==> src/hw/rtl/ctw_pkg.sv <==
`timescale 1ns / 1ps
// Shared constants, operation codes and queue entry type of the text console cell writer.
package ctw_pkg;

    // Screen geometry
    localparam int COLUMNS      = 80;
    localparam int ROWS         = 25;
    localparam int TAB_CELLS    = 4;
    localparam int VT_ROWS      = 4;
    localparam int SCREEN_CELLS = COLUMNS * ROWS;

    // Field widths
    localparam int CHAR_W = 8;
    localparam int IDX_W  = 11;
    localparam int CELL_W = 2 * CHAR_W;

    // Internal widths
    localparam int ADDR_W = $clog2(SCREEN_CELLS);
    localparam int CUR_W  = $clog2(SCREEN_CELLS + 1);

    // Control bytes
    localparam logic [CHAR_W-1:0] CH_NUL = 8'd0;
    localparam logic [CHAR_W-1:0] CH_BS  = 8'd8;
    localparam logic [CHAR_W-1:0] CH_TAB = 8'd9;
    localparam logic [CHAR_W-1:0] CH_NL  = 8'd10;
    localparam logic [CHAR_W-1:0] CH_VT  = 8'd11;
    localparam logic [CHAR_W-1:0] CH_CR  = 8'd13;

    // Operation decoded by the front end
    typedef enum logic [2:0] {
        OP_NOP,
        OP_READ,
        OP_PRINT,
        OP_TAB,
        OP_VT,
        OP_CR,
        OP_NL
    } op_code_t;

    typedef struct packed {
        op_code_t            code;
        logic [CHAR_W-1:0]   char_code;
        logic [IDX_W-1:0]    cell_index;
    } op_t;

endpackage

==> src/hw/rtl/ctw_channels.sv <==
`timescale 1ns / 1ps
// Request and response channel interfaces of the text console cell writer.
interface ctw_req_if;
    logic                         valid;
    logic                         ready;
    logic                         func;
    logic [ctw_pkg::CHAR_W-1:0]   char_code;
    logic [ctw_pkg::IDX_W-1:0]    cell_index;

    modport source (output valid, output func, output char_code, output cell_index,
                    input ready);
    modport sink   (input valid, input func, input char_code, input cell_index,
                    output ready);
endinterface


==> src/hw/rtl/ctw_front.sv <==
`timescale 1ns / 1ps
// Front end: takes request transfers and decodes each byte into an operation.
module ctw_front (
    ctw_req_if.sink       req,
    input  logic          q_full,
    input  logic          init_busy,
    output logic          q_push,
    output ctw_pkg::op_t  q_data
);
    import ctw_pkg::*;

    // Hold off while the queue is full or the screen is still being cleared
    assign req.ready = !q_full && !init_busy;
    assign q_push    = req.valid && req.ready;

    // Byte classification
    always_comb
    begin
        q_data.char_code  = req.char_code;
        q_data.cell_index = req.cell_index;
        if (req.func)
        begin
            q_data.code = OP_READ;
        end
        else
        begin
            unique case (req.char_code)
                CH_TAB:        q_data.code = OP_TAB;
                CH_VT:         q_data.code = OP_VT;
                CH_CR:         q_data.code = OP_CR;
                CH_NL:         q_data.code = OP_NL;
                CH_NUL, CH_BS: q_data.code = OP_NOP;
                default:       q_data.code = OP_PRINT;
            endcase
        end
    end

endmodule

==> src/flat_wrapper.sv <==
// flat-port wrapper written by rule: the top's interface ports become plain ports
module ctw_front_flat import ctw_pkg::*;
  (q_full, init_busy, q_push, q_data, req_valid, req_func, req_char_code, req_cell_index, req_ready);
  ctw_req_if req_i ();
  input  logic q_full;
  input  logic init_busy;
  output logic q_push;
  output ctw_pkg::op_t q_data;
  input wire logic [$bits(req_i.valid)-1:0] req_valid;
  input wire logic [$bits(req_i.func)-1:0] req_func;
  input wire logic [$bits(req_i.char_code)-1:0] req_char_code;
  input wire logic [$bits(req_i.cell_index)-1:0] req_cell_index;
  output wire logic [$bits(req_i.ready)-1:0] req_ready;
  assign req_i.valid = req_valid;
  assign req_i.func = req_func;
  assign req_i.char_code = req_char_code;
  assign req_i.cell_index = req_cell_index;
  assign req_ready = req_i.ready;
  ctw_front u_core (.req(req_i), .q_full(q_full), .init_busy(init_busy), .q_push(q_push), .q_data(q_data));
endmodule
==> config.mk <==
export PLATFORM = sky130hd
export DESIGN_NAME = ctw_front_flat
export DESIGN_NICKNAME = d
export VERILOG_FILES = /design/src/hw/rtl/ctw_pkg.sv /design/src/hw/rtl/ctw_channels.sv /design/src/hw/rtl/ctw_front.sv /design/src/flat_wrapper.sv
export SDC_FILE = /design/constraint.sdc
export NUM_CORES = 1
export LEC_CHECK = 0
export BUFFER_PORTS_ARGS = -buffer_cell sky130_fd_sc_hd__buf_2
export CORE_AREA = 4 4 41 43
export DETAILED_ROUTE_END_ITERATION = 16
export DIE_AREA = 0 0 45 47
export PLACE_DENSITY_LB_ADDON = 0.3
export SLEW_MARGIN = 0
export SYNTH_ARGS = -nofsm -noshare
export SYNTH_HDL_FRONTEND = slang
export SYNTH_SLANG_ARGS = --single-unit
==> constraint.sdc <==
create_clock -name vclk -period 1.7
set_input_delay 0.17 -clock vclk [all_inputs]
set_output_delay 0.17 -clock vclk [all_outputs]
set_load 0.02 [all_outputs]
==> run summary <==
Entering global routing, the biggest net connects 6 pins. Sequential cells placed in the final layout were counted as 0. The tightest hold margin came out at 340.0 ps.

Clock buffers in the final layout number 0. The fraction of post-synthesis cell area in the top cell type by area came out at 0.5969. The tools report the worst setup path endpoint as q_data[20].

The number of nets in the synthesized netlist is 55. The total of warnings raised by yosys came out at 0. Post-CTS repair changed the size of 0 cells.

The simple-gate area share of the yosys netlist was 0.2147; the total of buffers placed on input and output ports was 25. Dividing total power by cell area gives a power density of 280.3 nW/um^2. The repair_antennas step left the layout with diodes totalling 0. Xor/xnor cell area share of the yosys netlist: 0. STA puts the critical path data arrival time at 1090 ps. Leaving out fill and tap cells, the most frequent cell in the layout is buf_2.

The maximum cell stage delay along the critical path is 360 ps. By area the synthesized netlist is led by buf_4, nor4_4, a41o_2. The logs give 47 for the number of top-level pins and 0.5975 for the placer congestion estimate.

The number of cells produced by synthesis is 32. For the met3 layer wire length in the routed design, the log shows 169 um. For the cell area after layout, the log shows 240.2 um^2. Area of the mapped netlist: 239.0 um^2.

In this run the top signal layer used is met4. Iteration-0 DRC count of the detailed router: 1. By instance count, the cell type seen most on the critical path is buf_2. Measured along the x axis, the die boundary spans 45 um. The via count of the first global-routing pass is 161, and the share of the core filled with cells in the final layout is 0.1846.

STA classifies the critical path startpoint as an input port. Wires add up to 507 um. The maximum resistive drop on vdd was 0.04733 mV.

The tools report the count of nets after finishing as 63. After detailed placement, the total cell area comes to 240.2 um^2. The final count of pins violating max slew is 0.

Setup total negative slack on the finished layout was measured at 0 ps. The run gives 0 as the leftover overflow at the end of global routing. The worst setup path is of the in -> out kind. The maximum frequency from static timing analysis was 792.9 MHz; the aggregate global-route resource usage was 0.03777.

For this design the static power due to leakage is 0.1361 nW. Hold repair after CTS inserted 0 buffers. The total area inside the core boundary comes to 1301 um^2.

The number of different library cells used by synthesis comes to 14. In this run the worst path has a maximum fanout of 4. The number of antenna violations at the first check in global routing came out at 0. The flow ran to the end, and the final reports show no timing, DRC or antenna violations. After detailed routing, the number of vias per cell comes to 3.981. The count of maximum capacitance violations was 0. The growth of design area from synthesis to finish was 0.5235%. The sequential-to-total area share from yosys stat came out at 0.

The startpoint of the most critical setup path was req_char_code[7]. The post-synthesis cell type with the largest combined area is buf_4. After detailed routing, the number of remaining DRC violations is 0. The tools report the met1 wire length as 168 um. Row generation in the floorplan step produced 13 rows. The die covers 2115 um^2. The relative max-transition margin came out at 0.7930.

Traced cell by cell, the critical path runs through buf_2, nor4_4, a41o_2, a31oi_1, buf_2. The first TritonRoute pass finished after 3 iterations. The effective utilization at floorplan is 0.1837, and the arithmetic-cell share of the synthesized area counting full adders, half adders and majority gates is 0. The largest individual stage delay along the critical path comes from the cell nor4_4.

The post-synthesis compound-gate area fraction is 0.1309, and the share of post-route cells with drive strength above 1 is 0.7368. The die span in y is 47 um. The run gives 157 as the count of filler cells inserted in the layout. Setup violations remaining at the end of the flow were counted as 0. The slew at the pin closest to its max-slew limit came out at 308.2 ps. At the worst endpoint, the required time is 1530 ps. The global-route wire length before repair is 648 um. In the final layout, flip-flops and latches occupy 0 um^2.

The number of buffers inserted to repair setup after CTS came out at 0. STA classifies the critical path endpoint as an output port. The final-report hold violation count was 0. The detail route stage leaves a number of antenna-violating nets equal to 0. After detailed routing, the average wire length per cell comes to 9.566 um. Setup repair after global routing left no endpoint under its margin. Wire length on met2: 157 um. The mux share of post-synthesis cell area is 0.04188, and the share of the clock period used by the worst path is 0.7418.

Summing over every cut layer, the via total after detailed routing is 211. By instance count, the leading cell after synthesis is buf_4. In this run the worst hold path is classified as in -> out. Dominant combinational cell family by area after synthesis: buffers and inverters. Dividing the synthesized area by the synthesized cell count gives 7.468 um^2.

The final period demand of the worst path was 1261 ps.
[logic make-up after synthesis]
logic type | count (synthesis)
AO/OA/AOI/OAI | 4
buffers and inverters | 20
multiplexers | 1
AND/OR/NAND/NOR | 7
[per-layer routing]
layer | vias up | track usage
li1 | 104 | -
met1 | 77 | 0.04719
met2 | 26 | 0.06215
met3 | 4 | 0.01149
met4 | 0 | 0.01170
met5 | - | 0
[critical path: cells and delay by family]
kind / cells / cell delay, ps
AND/OR/NAND/NOR: 1 / 360
buffers and inverters: 2 / 300
AO/OA/AOI/OAI: 2 / 270
[how the worst min path moves through the flow]
stage | from | to | slack, ps | cells past startpoint
5_1_grt | req_cell_index[5] | q_data[5] | 340 | 0
3_5_place_dp | req_cell_index[3] | q_data[3] | 340 | 0
3_3_place_gp | req_cell_index[3] | q_data[3] | 340 | 0
2_1_floorplan | q_full | req_ready | 420 | 1
6_report | req_cell_index[2] | q_data[2] | 340 | 0
4_1_cts | req_cell_index[3] | q_data[3] | 340 | 0
[metrics by stage]
step / worst slack [ps] / power (mW) / std cells
floorplan: 475.5 / 0.08319 / 32
global placement: 455.3 / 0.06783 / 53
detailed placement: 437.5 / 0.06779 / 53
CTS: 434.6 / 0.06791 / 53
global route: 320.8 / 0.07316 / 53
finish: 438.9 / 0.06734 / 53
[layout make-up]
| class | count | area (um^2) | area share |
|---|---|---|---|
| Multi-Input combinational cell | 12 | 92.59 | 0.3854 |
| Inverter | 1 | 3.754 | 0.01563 |
| Tap cell | 15 | 18.77 | 0.07813 |
| Timing Repair Buffer | 25 | 125.1 | 0.5208 |
[report_power, final]
part	switching (mW)	internal (mW)	leakage, nW
Sequential	0	0	0
Combinational	0.0405	0.0269	0.136
Clock	0	0	0
Total	0.0405	0.0269	0.136
Note: power is estimated with default switching activity, not from simulation.
