$ cat src/hw/rtl/ctw_pkg.sv
`timescale 1ns / 1ps
// Shared constants, operation codes and queue entry type of the text console cell writer.
package ctw_pkg;

    // Screen geometry
    localparam int COLUMNS      = 80;
    localparam int ROWS         = 25;
    localparam int TAB_CELLS    = 4;
    localparam int VT_ROWS      = 4;
    localparam int SCREEN_CELLS = COLUMNS * ROWS;

    // Field widths
    localparam int CHAR_W = 8;
    localparam int IDX_W  = 11;
    localparam int CELL_W = 2 * CHAR_W;

    // Internal widths
    localparam int ADDR_W = $clog2(SCREEN_CELLS);
    localparam int CUR_W  = $clog2(SCREEN_CELLS + 1);

    // Control bytes
    localparam logic [CHAR_W-1:0] CH_NUL = 8'd0;
    localparam logic [CHAR_W-1:0] CH_BS  = 8'd8;
    localparam logic [CHAR_W-1:0] CH_TAB = 8'd9;
    localparam logic [CHAR_W-1:0] CH_NL  = 8'd10;
    localparam logic [CHAR_W-1:0] CH_VT  = 8'd11;
    localparam logic [CHAR_W-1:0] CH_CR  = 8'd13;

    // Operation decoded by the front end
    typedef enum logic [2:0] {
        OP_NOP,
        OP_READ,
        OP_PRINT,
        OP_TAB,
        OP_VT,
        OP_CR,
        OP_NL
    } op_code_t;

    typedef struct packed {
        op_code_t            code;
        logic [CHAR_W-1:0]   char_code;
        logic [IDX_W-1:0]    cell_index;
    } op_t;

endpackage

$ cat src/hw/rtl/ctw_queue.sv
`timescale 1ns / 1ps
// Two-entry queue of decoded operations between front end and back end.
module ctw_queue (
    input  logic          clk,
    input  logic          rst_n,
    input  logic          push,
    input  ctw_pkg::op_t  push_data,
    output logic          full,
    input  logic          pop,
    output ctw_pkg::op_t  head,
    output logic          empty
);
    import ctw_pkg::*;

    localparam int QUEUE_DEPTH = 2;
    localparam int PTR_W       = $clog2(QUEUE_DEPTH);

    op_t              slot_reg [QUEUE_DEPTH];
    logic [PTR_W-1:0] wr_ptr_reg, wr_ptr_next;
    logic [PTR_W-1:0] rd_ptr_reg, rd_ptr_next;
    logic [PTR_W:0]   count_reg, count_next;

    assign full  = (count_reg == (PTR_W + 1)'(QUEUE_DEPTH));
    assign empty = (count_reg == '0);
    assign head  = slot_reg[rd_ptr_reg];

    // Pointer and fill count update
    always_comb
    begin
        wr_ptr_next = wr_ptr_reg;
        rd_ptr_next = rd_ptr_reg;
        count_next  = count_reg;
        if (push)
        begin
            wr_ptr_next = wr_ptr_reg + 1'b1;
        end
        if (pop)
        begin
            rd_ptr_next = rd_ptr_reg + 1'b1;
        end
        if (push && !pop)
        begin
            count_next = count_reg + 1'b1;
        end
        else if (pop && !push)
        begin
            count_next = count_reg - 1'b1;
        end
    end

    always_ff @(posedge clk or negedge rst_n)
    begin
        if (!rst_n)
        begin
            wr_ptr_reg <= '0;
            rd_ptr_reg <= '0;
            count_reg  <= '0;
        end
        else
        begin
            wr_ptr_reg <= wr_ptr_next;
            rd_ptr_reg <= rd_ptr_next;
            count_reg  <= count_next;
        end
    end

    // Entry storage
    always_ff @(posedge clk)
    begin
        if (push)
        begin
            slot_reg[wr_ptr_reg] <= push_data;
        end
    end

endmodule

$ cat config.mk
export PLATFORM = sky130hd
export DESIGN_NAME = ctw_queue
export DESIGN_NICKNAME = d
export VERILOG_FILES = /design/src/hw/rtl/ctw_pkg.sv /design/src/hw/rtl/ctw_queue.sv
export SDC_FILE = /design/constraint.sdc
export NUM_CORES = 1
export LEC_CHECK = 0
export BUFFER_PORTS_ARGS = -buffer_cell sky130_fd_sc_hd__buf_2
export CORE_UTILIZATION = 50
export DETAILED_ROUTE_END_ITERATION = 8
export GPL_TIMING_DRIVEN = 0
export PLACE_DENSITY = 0.84
export SETUP_SLACK_MARGIN = 0.15
export SLEW_MARGIN = 20
export SYNTH_ARGS = -nofsm -noshare
export SYNTH_HDL_FRONTEND = slang
export SYNTH_SLANG_ARGS = --single-unit
$ cat constraint.sdc
create_clock -name clk -period 4.7 [get_ports clk]
set_input_delay 0.705 -clock clk [delete_from_list [all_inputs] [get_ports clk]]
set_output_delay 0.705 -clock clk [all_outputs]
set_load 0.005 [all_outputs]
==> results of run 1 <==
==> worst max-delay path: cells and delay by family, from the launching register on <==
kind                   cells  cell delay (ps)
buffers and inverters      2              320
muxes                      1              360
DFF                        1              480
==> final cells by class <==
| cell class | instances | share of cell area |
|---|---|---|
| clock buffer | 5 | 0.0173 |
| sequential | 48 | 0.654 |
| clock inverter | 3 | 0.0196 |
| inverter | 1 | 0.00173 |
| timing repair buffer | 50 | 0.118 |
| tap | 46 | 0.0265 |
| multi-input combinational | 33 | 0.153 |
| buffer | 2 | 0.0104 |
==> cells by family (layout without fill, tap and decap cells) <==
group	count (synthesis)	after routing	share of synthesized area
buf+inv	3	61	0.0148
mux	22	22	0.139
flops	48	48	0.799
fa+ha+maj	1	1	0.00704
xor+xnor	5	5	0.0246
simple gates	5	5	0.0148
==> worst paths after layout <==
kind / start / to / slack [ps] / depth (start not counted)
worst max-delay path: rd_ptr_reg / head[3] / 2490 / 3
worst min-delay path: rst_n / count_reg[1] / 130 / 1
worst max register to register: wr_ptr_reg / slot_reg[1][8] / 3110 / 1
worst min register to register: count_reg[1] / count_reg[1] / 500 / 1
max in group asynchronous: rst_n / rd_ptr_reg / 4450 / 1
min in group clk: count_reg[1] / count_reg[1] / 500 / 1
==> per-layer routing <==
layer  vias up  wire length (um)  global-route usage
met5         -                 0                   0
met4         0                39              0.0667
met3         5               174              0.0693
met2        41              1390               0.273
met1       434              1090               0.170
li1        432                 -                   -
==> cell usage after synthesis <==
cell / instances
ha_1: 1
mux2_2: 22
inv_1: 1
dfrtp_1: 4
buf_6: 2
xor2_1: 4
edfxtp_1: 44
and2_1: 1
xnor2_1: 1
nor2b_1: 2
nor2_1: 2
==> power by group through the flow <==
stage | clock (mW) | combinational, mW | sequential, mW
global route | 0.257 | 0.372 | 0.620
finish | 0.235 | 0.334 | 0.609
detailed placement | 0 | 0.339 | 0.621
CTS | 0.240 | 0.343 | 0.610
floorplan | 0 | 0.211 | 0.608
global placement | 0 | 0.327 | 0.614
==> placed cells by master, fill, tap and decap left out, types with 2 or more instances in the layout <==
cell type	instances
buf_2	49
edfxtp_1	44
mux2_2	22
clkbuf_4	5
xor2_1	4
dfrtp_1	4
buf_6	3
nor2_1	2
==> flow_metrics.tcl, run 1 <==
set metrics [dict create \
    status "finished clean" \
    post_synth_num_cell_types 11 \
    final_util 0.647 \
    whs_ps 130 \
    critPathMaxFanout 10 \
    yosysTopAreaCell "edfxtp_1" \
    internal-power_uw 869 \
    combPwrFrac 0.284 \
    synthTopCellsByArea "edfxtp_1 (74%), mux2_2 (14%), dfrtp_1 (5.6%), xor2_1 (2.0%), buf_6 (1.3%)" \
    cts_made_buffers 5 \
    ys_seq_area_frac 0.799 \
    drt-pass1-iter-count 4 \
    die_area_mm2 0.00380 \
    ys_seq_elements 48 \
    dp_hpwl_mm 1.89 \
    insertion_delay_ps 360 \
    synth_nets 111 \
    multi_input_area_um2 333 \
    crit_type "register to primary output" \
    pre_cts_ws_ps 2630 \
    place_inst 180 \
    areaGrowthSynthToFinish_pct 22.3 \
    min_period_ps 2210 \
    grt_max_degree 23 \
    drive_gt1_frac 0.585 \
    die_y_um 61.6 \
    io-pin-count 50 \
    synth_top_area_share 0.743 \
    grt_pass1_vias 900 \
    rsz0062_at_grt "no" \
    gp_congestion 0.614 \
    critPathSlowestCell "dfrtp_1" \
    worst_setup_hold_path_clk_slew_ps 120 \
    htreeDepth 2 \
    period_share 0.470 \
    ctsResizeCount 0 \
    nNetsFinal 168 \
    min_path_type "primary input to async pin" \
    slew_violations 0 \
    initial_core_util 0.529 \
    critPathArrivalTime_ps 1500 \
    start_kind "register" \
    finClkSkew_ps 8.87 \
    power.density_mw_per_mm2 541 \
    regArea_mm2 0.00142 \
    diodes 0 \
    p_leak_nw 0.845 \
    syn_area_mm2 0.00178 \
    antenna_found_initial 0 \
    worstMarginPinSlew_ps 1010 \
    post_dp_cell_area_mm2 0.00209 \
    vias 912 \
    nFillCells 267 \
    syn_area_per_cell_um2 21.2 \
    clockRootBuffer "clkbuf_4" \
    cts_tree "built" \
    fin_tns_setup_ps 0 \
    power_frac_seq 0.517 \
    die_width_um 61.6 \
    p_clk_frac 0.199 \
    cts_max_path_buffers 2 \
    fp-row-count 21 \
    swShare 0.262 \
    ctsHoldBuffers 0 \
    hold_viol 0 \
    ant_nets 0 \
    grt_overflow 0 \
    max_clock_freq_ghz 0.453 \
    cp-end-kind "primary output" \
    power_mw 1.18 \
    vdd_drop_max_v 0.000345 \
    track_usage 0.159 \
    post-cts-setup-buffer-count 0 \
    fin_area_mm2 0.00217 \
    setup-violations-final 0 \
    yosys_warnings 0 \
    largest_reg_flops 44 \
    vias_per_cell 4.85 \
    fin_cells 188 \
    clock_sinks 48 \
    syn_inst 84 \
    route.detailed.drc 0 \
    initialDrtViolationCount 23 \
    grt_pass1_wl_mm 3.97 \
    relSlewSlack 0.324 \
    wirelength_mm 2.69 \
    critPathRequiredTime_ps 3990 \
    fin_ws_ps 2490 \
    core_area_mm2 0.00336 \
    cpPeakStageDelay_ps 480 \
    wl_per_cell_um 14.3 \
    worstPathCellList "buf_6 -> mux2_2 -> buf_2" \
    drv_cap 0 \
    numPortBuffers 49 \
    power_switching_uw 309 \
]
Power figures use the tool's default switching activity.
==> run 2, diff against run 1 <==
CORE_UTILIZATION = 45   (was 50)
PLACE_DENSITY = 0.8   (was 0.84)
clock period = 1.9 ns   (was 4.7 ns; I/O delays follow)
==> run 2 against run 1 <==
Net effect: flip-flop and latch count unchanged; clock skew decreased by 5.9 ps; non-clock buffer count unchanged; sequential share of layout area decreased by 1.0 points; final cell count increased by 1.1%; clock power increased to 2.9 times the previous value; die area increased by 11%; critical endpoint unchanged; combinational power increased by 150%; worst hold slack improved by 55 ps; largest power group unchanged; largest cell class unchanged.
==> flow_metrics.tcl, run 2 (synthesized netlist as in run 1, its figures left out) <==
set metrics [dict create \
    status "finished clean" \
    worst_setup_hold_path_clk_slew_ps 80 \
    initialDrtViolationCount 29 \
    rsz0062_at_grt "no" \
    gp_congestion 0.666 \
    fin_tns_setup_ps 0 \
    diodes 0 \
    grt_max_degree 23 \
    grt_pass1_vias 862 \
    vias_per_cell 4.66 \
    numPortBuffers 49 \
    grt_overflow 0 \
    fin_ws_ps 259 \
    finClkSkew_ps 2.95 \
    final_cell_mix "buf_2 (49), edfxtp_1 (44), mux2_2 (22)" \
    fp-row-count 22 \
    min_path_type "primary input to register" \
    worstMarginPinSlew_ps 650 \
    post_dp_cell_area_mm2 0.00209 \
    fin_area_mm2 0.00221 \
    grt_pass1_wl_mm 3.95 \
    pre_cts_ws_ps 144 \
    clock_sinks 48 \
    vdd_drop_max_v 0.000622 \
    drv_cap 0 \
    wirelength_mm 2.52 \
    start_kind "register" \
    die_y_um 64.9 \
    slew_violations 0 \
    insertion_delay_ps 280 \
    critPathMaxFanout 10 \
    power.density_mw_per_mm2 1360 \
    critPathRequiredTime_ps 1620 \
    areaGrowthSynthToFinish_pct 24.3 \
    initial_core_util 0.478 \
    cts_tree "built" \
    vias 885 \
    drive_gt1_frac 0.585 \
    hold_viol 0 \
    setup-violations-final 0 \
    p_leak_nw 0.861 \
    route.detailed.drc 0 \
    die_width_um 64.9 \
    wl_per_cell_um 13.3 \
    ant_nets 0 \
    critPathArrivalTime_ps 1360 \
    final_common_cell "buf_2" \
    cp-end-kind "primary output" \
    track_usage 0.131 \
    whs_ps 185 \
    clockRootBuffer "clkbuf_8" \
    period_share 0.864 \
    post-cts-setup-buffer-count 0 \
    cts_max_path_buffers 2 \
    dp_hpwl_mm 1.72 \
    r2r_setup_slack_ps 550 \
    antenna_found_initial 0 \
    die_area_mm2 0.00421 \
    max_clock_freq_ghz 0.609 \
    core_area_mm2 0.00372 \
    relSlewSlack 0.566 \
    cts_made_buffers 5 \
    nNetsFinal 168 \
    crit_type "register to primary output" \
    htreeDepth 2 \
    largest_reg_flops 44 \
    min_period_ps 1640 \
    drt-pass1-iter-count 4 \
    io-pin-count 50 \
]
run 2: cell count changes in the layout (fill, tap and decap cells not counted):
cell           delta
nor2b_4           +1
dfrtp_1           -1
clkbuf_8          +5
clkinvlp_4        -1
and2_1            -1
clkbuf_4          -5
dlygate4sd3_1     +1
and2_2            +1
nor2b_2           -1
dfrtp_2           +1
clkbuf_1          +1
buf_6             -1
run 2: repair_timing:
item / CTS / global route
endpoints found under the hold margin: 4 / 0
resized for setup: 0 / 1
endpoints found under the setup margin: 0 / 6
hold buffers: 1 / 0
run 2: area by class of cell:
cell class,instances,area (um2)
clock buffer,6,72.6
tap,48,60.1
clock inverter,2,35.0
fill,281,1510
timing repair buffer,50,255
multi-input combinational,33,339
sequential,48,1420
inverter,1,3.75
buffer,2,22.5
run 2: layer usage:
layer	GRT usage	part of all wire
met1	0.149	0.43
met2	0.228	0.51
met3	0.0370	0.054
met4	0.0583	0.011
met5	0	0
run 2: critical path: stages (launching register included):
cell,delay [ps]
dfrtp_2,430
buf_6,170
mux2_2,350
buf_2,130
run 2: final timing paths:
path,startpoint,endpoint,cells after the start
worst min-delay path,push_data[5],slot_reg[1][5],1
min in group asynchronous,rst_n,count_reg[0],2
max in group asynchronous,rst_n,rd_ptr_reg,2
worst min register to register,count_reg[1],count_reg[1],1
worst max register to register,wr_ptr_reg,slot_reg[0][18],1
worst max-delay path,rd_ptr_reg,head[3],3
run 2: through the flow:
stage	power, mW	instances	utilization
2_1_floorplan	2.03	84	-
3_3_place_gp	2.33	181	0.561
3_5_place_dp	2.36	181	0.561
4_1_cts	3.05	190	0.593
5_1_grt	3.18	190	0.595
6_report	3.01	190	0.595
run 2: where the power goes:
group / total (mW) / internal [mW] / switching (mW)
combinational: 0.824 / 0.457 / 0.367
clock: 0.681 / 0.390 / 0.291
sequential: 1.51 / 1.42 / 0.0917
total: 3.01 / 2.26 / 0.750
